<file path="config.mk">
export PLATFORM = sky130hd
export DESIGN_NAME = signed_decimal_ascii_formatter_top
export DESIGN_NICKNAME = d
export VERILOG_FILES = /design/src/sdaf_pkg.sv /design/src/sdaf_front.sv /design/src/sdaf_queue.sv /design/src/sdaf_back.sv /design/src/signed_decimal_ascii_formatter_top.sv
export SDC_FILE = /design/constraint.sdc
export NUM_CORES = 1
export LEC_CHECK = 0
export ABC_AREA = 1
export CORE_ASPECT_RATIO = 0.5
export CORE_MARGIN = 3
export CORE_UTILIZATION = 25
export CTS_BUF_LIST = sky130_fd_sc_hd__clkbuf_4 sky130_fd_sc_hd__clkbuf_8
export CTS_CLUSTER_SIZE = 25
export DETAILED_ROUTE_END_ITERATION = 12
export DONT_BUFFER_PORTS = 1
export PLACE_DENSITY = 0.48
export SYNTH_ARGS = -nofsm -noshare
export SYNTH_HDL_FRONTEND = slang
export SYNTH_SLANG_ARGS = --single-unit
</file>
<file path="constraint.sdc">
create_clock -name clk -period 6.4 [get_ports clk]
set_clock_uncertainty 0.15 [all_clocks]
set_input_delay 0.96 -clock clk [delete_from_list [all_inputs] [get_ports clk]]
set_output_delay 0.96 -clock clk [all_outputs]
set_load 0.02 [all_outputs]
</file>
<file path="src/sdaf_pkg.sv">
// Package for the signed decimal ASCII formatter.
// Holds the queue entry type, character codes and the error text table.
// No dependencies.
`timescale 1ns / 1ps
`default_nettype none

package sdaf_pkg;

    localparam int VALUE_W     = 16;
    localparam int MAG_W       = 14;
    localparam int CHAR_W      = 8;
    localparam int POS_W       = 3;
    localparam int QUEUE_DEPTH = 2;

    localparam logic [VALUE_W-1:0] LIMIT     = 16'd9999;
    localparam logic [CHAR_W-1:0]  CH_ZERO   = 8'h30;
    localparam logic [CHAR_W-1:0]  CH_MINUS  = 8'h2D;
    localparam logic [CHAR_W-1:0]  CH_SPACE  = 8'h20;

    localparam logic [POS_W-1:0] POS_SIGN       = 3'd0;
    localparam logic [POS_W-1:0] POS_LAST_DIGIT = 3'd4;
    localparam logic [POS_W-1:0] POS_LAST_ERR   = 3'd5;

    typedef struct packed {
        logic             neg;
        logic             err;
        logic [MAG_W-1:0] mag;
    } item_t;

    function automatic logic [MAG_W-1:0] place_value(input logic [POS_W-1:0] pos);
        logic [MAG_W-1:0] pv;
        case (pos)
            3'd1:    pv = 14'd1000;
            3'd2:    pv = 14'd100;
            3'd3:    pv = 14'd10;
            3'd4:    pv = 14'd1;
            default: pv = 14'd0;
        endcase
        return pv;
    endfunction

    function automatic logic [CHAR_W-1:0] err_char(input logic [POS_W-1:0] pos);
        logic [CHAR_W-1:0] ch;
        case (pos)
            3'd1:    ch = 8'h65;
            3'd2:    ch = 8'h72;
            3'd3:    ch = 8'h72;
            3'd4:    ch = 8'h6F;
            3'd5:    ch = 8'h72;
            default: ch = 8'h20;
        endcase
        return ch;
    endfunction

endpackage

`default_nettype wire

</file>
<file path="src/sdaf_front.sv">
// Front end of the formatter: splits a request into sign, range flag and magnitude.
// Depends on sdaf_pkg.
`timescale 1ns / 1ps
`default_nettype none

module sdaf_front (
    input  wire logic signed [15:0] value,
    output sdaf_pkg::item_t         item
);
    import sdaf_pkg::*;

    logic [VALUE_W-1:0] raw;
    logic [VALUE_W-1:0] mag;

    always_comb
    begin
        raw      = VALUE_W'(unsigned'(value));
        mag      = raw[VALUE_W-1] ? VALUE_W'(~raw + 16'd1) : raw;
        item.neg = raw[VALUE_W-1];
        item.err = (mag > LIMIT);
        item.mag = mag[MAG_W-1:0];
    end

endmodule

`default_nettype wire

</file>
<file path="src/sdaf_queue.sv">
// Short request queue between the front end and the character sequencer.
// Depends on sdaf_pkg.
`timescale 1ns / 1ps
`default_nettype none

module sdaf_queue #(
    parameter int DEPTH = sdaf_pkg::QUEUE_DEPTH
) (
    input  wire logic            clk,
    input  wire logic            rst_n,
    input  wire logic            push,
    input  wire sdaf_pkg::item_t push_item,
    input  wire logic            pop,
    output sdaf_pkg::item_t      head,
    output logic                 nonempty,
    output logic                 full
);
    import sdaf_pkg::*;

    localparam int AW = (DEPTH > 1) ? $clog2(DEPTH) : 1;
    localparam int CW = $clog2(DEPTH + 1);
    localparam logic [AW-1:0] LAST_SLOT = AW'(DEPTH - 1);
    localparam logic [CW-1:0] FULL_CNT  = CW'(DEPTH);

    item_t         slots_reg [DEPTH];
    logic [AW-1:0] wr_ptr_reg, wr_ptr_next;
    logic [AW-1:0] rd_ptr_reg, rd_ptr_next;
    logic [CW-1:0] count_reg, count_next;
    logic          do_push, do_pop;

    assign nonempty = (count_reg != '0);
    assign full     = (count_reg == FULL_CNT);
    assign head     = slots_reg[rd_ptr_reg];
    assign do_push  = push && !full;
    assign do_pop   = pop && nonempty;

    always_comb
    begin
        wr_ptr_next = wr_ptr_reg;
        rd_ptr_next = rd_ptr_reg;
        count_next  = count_reg;
        if (do_push)
        begin
            wr_ptr_next = (wr_ptr_reg == LAST_SLOT) ? '0 : AW'(wr_ptr_reg + 1'b1);
        end
        if (do_pop)
        begin
            rd_ptr_next = (rd_ptr_reg == LAST_SLOT) ? '0 : AW'(rd_ptr_reg + 1'b1);
        end
        if (do_push && !do_pop)
        begin
            count_next = CW'(count_reg + 1'b1);
        end
        else if (do_pop && !do_push)
        begin
            count_next = CW'(count_reg - 1'b1);
        end
    end

    always_ff @(posedge clk or negedge rst_n)
    begin
        if (!rst_n)
        begin
            wr_ptr_reg <= '0;
            rd_ptr_reg <= '0;
            count_reg  <= '0;
        end
        else
        begin
            wr_ptr_reg <= wr_ptr_next;
            rd_ptr_reg <= rd_ptr_next;
            count_reg  <= count_next;
        end
    end

    always_ff @(posedge clk)
    begin
        if (do_push)
        begin
            slots_reg[wr_ptr_reg] <= push_item;
        end
    end

endmodule

`default_nettype wire

</file>
<file path="src/sdaf_back.sv">
// Character sequencer: emits the sign, then one decimal digit or error letter per cycle.
// Digits are peeled off the magnitude by compare and subtract. Depends on sdaf_pkg.
`timescale 1ns / 1ps
`default_nettype none

module sdaf_back (
    input  wire logic            clk,
    input  wire logic            rst_n,
    input  wire sdaf_pkg::item_t head,
    input  wire logic            nonempty,
    output logic                 pop,
    output logic [7:0]           character,
    output logic                 last,
    output logic                 strobe
);
    import sdaf_pkg::*;

    logic             active_reg, active_next;
    logic [POS_W-1:0] pos_reg, pos_next;
    logic             neg_reg, neg_next;
    logic             err_reg, err_next;
    logic [MAG_W-1:0] rem_reg, rem_next;
    logic [MAG_W-1:0] div_sel;
    logic [MAG_W-1:0] thr;
    logic [MAG_W-1:0] sub_val;
    logic [3:0]       digit;
    logic             finish;

    always_comb
    begin
        integer k;
        div_sel = place_value(pos_reg);
        digit   = 4'd0;
        sub_val = '0;
        thr     = '0;
        for (k = 1; k <= 9; k++)
        begin
            thr = MAG_W'(MAG_W'(k) * div_sel);
            if (rem_reg >= thr)
            begin
                digit   = 4'(k);
                sub_val = thr;
            end
        end
    end

    always_comb
    begin
        if (pos_reg == POS_SIGN)
        begin
            character = neg_reg ? CH_MINUS : CH_SPACE;
        end
        else if (err_reg)
        begin
            character = err_char(pos_reg);
        end
        else
        begin
            character = CH_ZERO + CHAR_W'(digit);
        end
        last   = err_reg ? (pos_reg == POS_LAST_ERR) : (pos_reg == POS_LAST_DIGIT);
        strobe = active_reg;
        finish = active_reg && last;
        pop    = (!active_reg || finish) && nonempty;
    end

    always_comb
    begin
        active_next = active_reg;
        pos_next    = pos_reg;
        neg_next    = neg_reg;
        err_next    = err_reg;
        rem_next    = rem_reg;
        if (!active_reg || finish)
        begin
            active_next = nonempty;
            pos_next    = POS_SIGN;
            neg_next    = head.neg;
            err_next    = head.err;
            rem_next    = head.mag;
        end
        else
        begin
            pos_next = POS_W'(pos_reg + 1'b1);
            rem_next = MAG_W'(rem_reg - sub_val);
        end
    end

    always_ff @(posedge clk or negedge rst_n)
    begin
        if (!rst_n)
        begin
            active_reg <= 1'b0;
            pos_reg    <= POS_SIGN;
        end
        else
        begin
            active_reg <= active_next;
            pos_reg    <= pos_next;
        end
    end

    always_ff @(posedge clk)
    begin
        neg_reg <= neg_next;
        err_reg <= err_next;
        rem_reg <= rem_next;
    end

    a_pos_range: assert property (@(posedge clk) disable iff (!rst_n)
        active_reg && !err_reg |-> pos_reg <= POS_LAST_DIGIT)
        else $error("Digit position ran past the last digit.");

    a_run_unbroken: assert property (@(posedge clk) disable iff (!rst_n)
        strobe && !last |=> strobe && pos_reg == $past(pos_reg) + 3'd1)
        else $error("Character run was broken before its last character.");

    a_rem_range: assert property (@(posedge clk) disable iff (!rst_n)
        active_reg && !err_reg |-> rem_reg <= MAG_W'(LIMIT))
        else $error("Remaining magnitude left the four digit range.");

    a_sign_char: assert property (@(posedge clk) disable iff (!rst_n)
        strobe && pos_reg == POS_SIGN |-> character == CH_MINUS || character == CH_SPACE)
        else $error("First character of a run is not a sign.");

endmodule

`default_nettype wire

</file>
<file path="src/signed_decimal_ascii_formatter_top.sv">
// The sign character is strobed after the request has gone through the queue registers
// and the sequencer's active register. One character per cycle goes out during a run;
// 5 characters per in-range value, 6 per error value. A queue of QUEUE_DEPTH requests
// lets start be taken while a run is still going out; busy is high while the queue is full.
// Reset clears the queue and the sequencer at once; results cannot be stalled.
// Depends on sdaf_pkg, sdaf_front, sdaf_queue and sdaf_back.
`timescale 1ns / 1ps
`default_nettype none

module signed_decimal_ascii_formatter_top #(
    parameter int QUEUE_DEPTH = sdaf_pkg::QUEUE_DEPTH
) (
    input  wire logic               clk,
    input  wire logic               rst_n,
    input  wire logic               start,
    output logic                    busy,
    input  wire logic signed [15:0] value,
    output logic [7:0]              character,
    output logic                    last,
    output logic                    strobe
);
    import sdaf_pkg::*;

    item_t front_item;
    item_t head;
    logic  nonempty;
    logic  full;
    logic  pop;

    assign busy = full;

    sdaf_front u_front (
        .value (value),
        .item  (front_item)
    );

    sdaf_queue #(
        .DEPTH (QUEUE_DEPTH)
    ) u_queue (
        .clk       (clk),
        .rst_n     (rst_n),
        .push      (start),
        .push_item (front_item),
        .pop       (pop),
        .head      (head),
        .nonempty  (nonempty),
        .full      (full)
    );

    sdaf_back u_back (
        .clk       (clk),
        .rst_n     (rst_n),
        .head      (head),
        .nonempty  (nonempty),
        .pop       (pop),
        .character (character),
        .last      (last),
        .strobe    (strobe)
    );

endmodule

`default_nettype wire
</file>
==> impl_metrics.toml <==
[sta]
fin_hold_ws_ns = 0.176
fmax_mhz = 165
final.period_utilization_pct = 94.9
setup_ws_ns = 0.325
setup_viol_count_final = 0
maxSlewViolCount = 0
fin_crit_ns = 6.08
rsz0062_at_grt = "yes"
tightest_slew_ns = 0.728
hold_viol = 0
maxSlewHeadroom_pct = 51.4
tns_ns = 0

[clock_tree]
h-tree-depth = 2
clk_pin_slew_ns = 0.10
cts_sinks = 56
cts_buffer_depth = 2
cts-root-buf = "clkbuf_8"
cts_tree = "built"
cts_buffers = 5
insertion_delay_ns = 0.31

[synth]
synth_top_area_cell = "ha_1"
ys_warn_count = 0
synthFlopType = "edfxtp_1"
netlist_area_sq_um = 6880
synth_top_area_share_pct = 20.0
netlist_instances = 961
synth_edf_count = 34
synthArstFlopShare_pct = 14.3
ys_types = 55
yosys-top-cells-area = "ha_1 (20%), edfxtp_1 (15%), nand2_1 (12%)"
synth.yosys.seq_area_share_pct = 21.8
ys_seq_elements = 56
syn_avg_cell_area_sq_um = 7.16

[global_route]
grt_max_degree = 30
grt_pass1_wl_mm = 32.5
antenna_found_initial = 0
grt_pass1_vias = 6108
grt_use_total_pct = 14.0
grt-ovfl-total = 0

[worst_setup_path]
r2r-start = "u_back.pos_reg[0]"
crit_path_top_delay_cell = "fa_2"
critPathMaxStageDelay_ns = 0.56
crit_end = "u_back.rem_reg[12]"
r2r_cells = 33
setup.worst_path.class = "reg2reg"
reg2reg_to = "u_back.rem_reg[12]"
cp-end-kind = "register"
cp.arrival_ns = 6.15
reg2reg_setup_slack_ns = 0.32
required_ns = 6.47
startpoint_type = "register"
crit_start = "u_back.pos_reg[0]"
path_max_fanout = 9

[die]
pin_count = 30
rows = 42
die_area_sq_um = 29700
die_h_microns = 123
core_sq_um = 26700
start_util_pct = 25.7
die_w_microns = 241

[finish]
areaGrowthSynthToFinish_pct = 12.1
final_core_util_pct = 28.8
largest_register_ffs = 32
nets = 1131
antenna_cells = 0
drive_gt1_share_pct = 10.9

[placed_design]
dp_hpwl_mm = 17.2
place_ws_ns = -0.0592
globalplace.congestion = 0.933
numPortBuffers = 0

[hold_path]
holdCritPathClass = "in2async"

[detailed_routing]
top_layer_used = "met4"
routed-via-count = 6431
routed_via_density = 4.77
final_antenna_net_count = 0
met1_length_mm = 10.4
drcViolationCount = 0
drt_iter0_drc = 464
met3_length_microns = 726
post_drt_wl_per_cell_microns = 15.4
wl_mm = 20.8
wl_met2_mm = 9.29
drt_pre_antenna_iters = 5

[run]
cap_violations = 0

[status]
run_status = "complete, no violations"
cells in the mapped netlist (2+ instances only):
cell type / number
a21boi_1: 3
a21oi_1: 79
a21oi_2: 3
a2bb2oi_1: 3
a31oi_1: 6
buf_4: 5
buf_6: 4
clkbuf_1: 8
clkinv_1: 2
conb_1: 2
dfrtp_1: 8
dfxtp_1: 14
edfxtp_1: 34
fa_1: 6
ha_1: 110
inv_1: 122
inv_2: 8
nand2_1: 227
nand2_2: 3
nand2_4: 4
nand3_1: 44
nand3b_1: 2
nand4_1: 10
nor2_1: 70
nor2_2: 3
nor2_4: 7
nor3_1: 25
nor4_1: 4
o2111ai_1: 2
o211ai_1: 6
o21a_1: 3
o21ai_0: 52
o21ai_1: 12
o21bai_1: 3
o31ai_1: 4
o32ai_1: 2
or2_2: 6
xnor2_1: 14
xor2_1: 25
logic make-up (layout without fill, tap and decap cells):
logic type      Yosys count  after routing  share of synthesized area [%]
flops                    56             56                           21.8
xor+xnor                 40             40                           5.20
other cells               2              3                          0.109
compound gates          188            188                           15.8
fa+ha+maj               116            116                           21.8
buf+inv                 150            185                           8.91
simple gates            409            409                           26.4
placed cells by master (no fill, tap or decap), types with 3 or more instances in the layout:
cell         n
dfxtp_1     14
clkinv_1     3
nand2_2      4
ha_1       108
a21oi_2      5
xnor2_1     14
o31ai_1      4
nand2_4      4
inv_1      121
o21bai_1     3
dfrtp_1      7
edfxtp_1    34
or2_2        6
buf_4       43
nor2_4       7
a21oi_1     77
nand3_1     43
xor2_1      25
o211ai_1     6
clkbuf_8     5
nor2_2       3
o21ai_0     49
nor3_1      23
o21ai_1     14
a2bb2oi_1    3
inv_2        8
fa_1         5
o21a_1       3
conb_1       3
nor4_1       4
nand4_1     10
a21boi_1     3
a31oi_1      5
nand2_1    226
nor2_1      70
final cells by class:
cell class	instances	area (sq um)
Clock buffer	5	68.8
Clock inverter	3	13.8
Fill cell	2919	19000
Inverter	132	498
Multi-Input combinational cell	756	4840
Sequential cell	56	1500
Tap cell	352	440
Timing Repair Buffer	45	349
layer usage:
| metal | GRT usage, % | vias up |
|---|---|---|
| li1 | - | 3286 |
| met4 | 4.05 | 0 |
| met5 | 0 | - |
| met3 | 1.23 | 25 |
| met1 | 19.8 | 2968 |
| met2 | 22.9 | 152 |
per-stage QoR:
stage	instances	cell area, sq um
after CTS	1343	7590
after global placement	1334	7490
after floorplan	962	6880
final	1349	7710
after detailed placement	1334	7490
after global routing	1349	7710
how the worst min path moves through the flow:
stage                                     to
after floorplan            u_back.rem_reg[0]
after global placement     u_back.pos_reg[0]
after detailed placement   u_back.pos_reg[0]
after CTS                 u_queue.wr_ptr_reg
after global routing      u_queue.wr_ptr_reg
final                     u_queue.wr_ptr_reg
worst max-delay path: cells and delay by family, from the launching register on:
family                     cells  cell delay (ns)
AOI/OAI and AO/OA             10             1.41
DFF                            1             0.41
xor gates and xnor gates       2             0.33
buffers and inverters          5             0.63
adders and majority gates      6             1.95
and+or+nand+nor               10             1.12
timing repair:
| item | CTS | global route |
|---|---|---|
| pin swaps | 0 | 13 |
| hold buffers | 0 | 0 |
| gates resized for setup | 2 | 22 |
| buffers inserted | 1 | 7 |
| endpoints found under the setup margin | 6 | 13 |
Power is left out: the tool's default activity adds up to more than one toggle a clock period on the data nets, which glitch-free logic cannot reach.
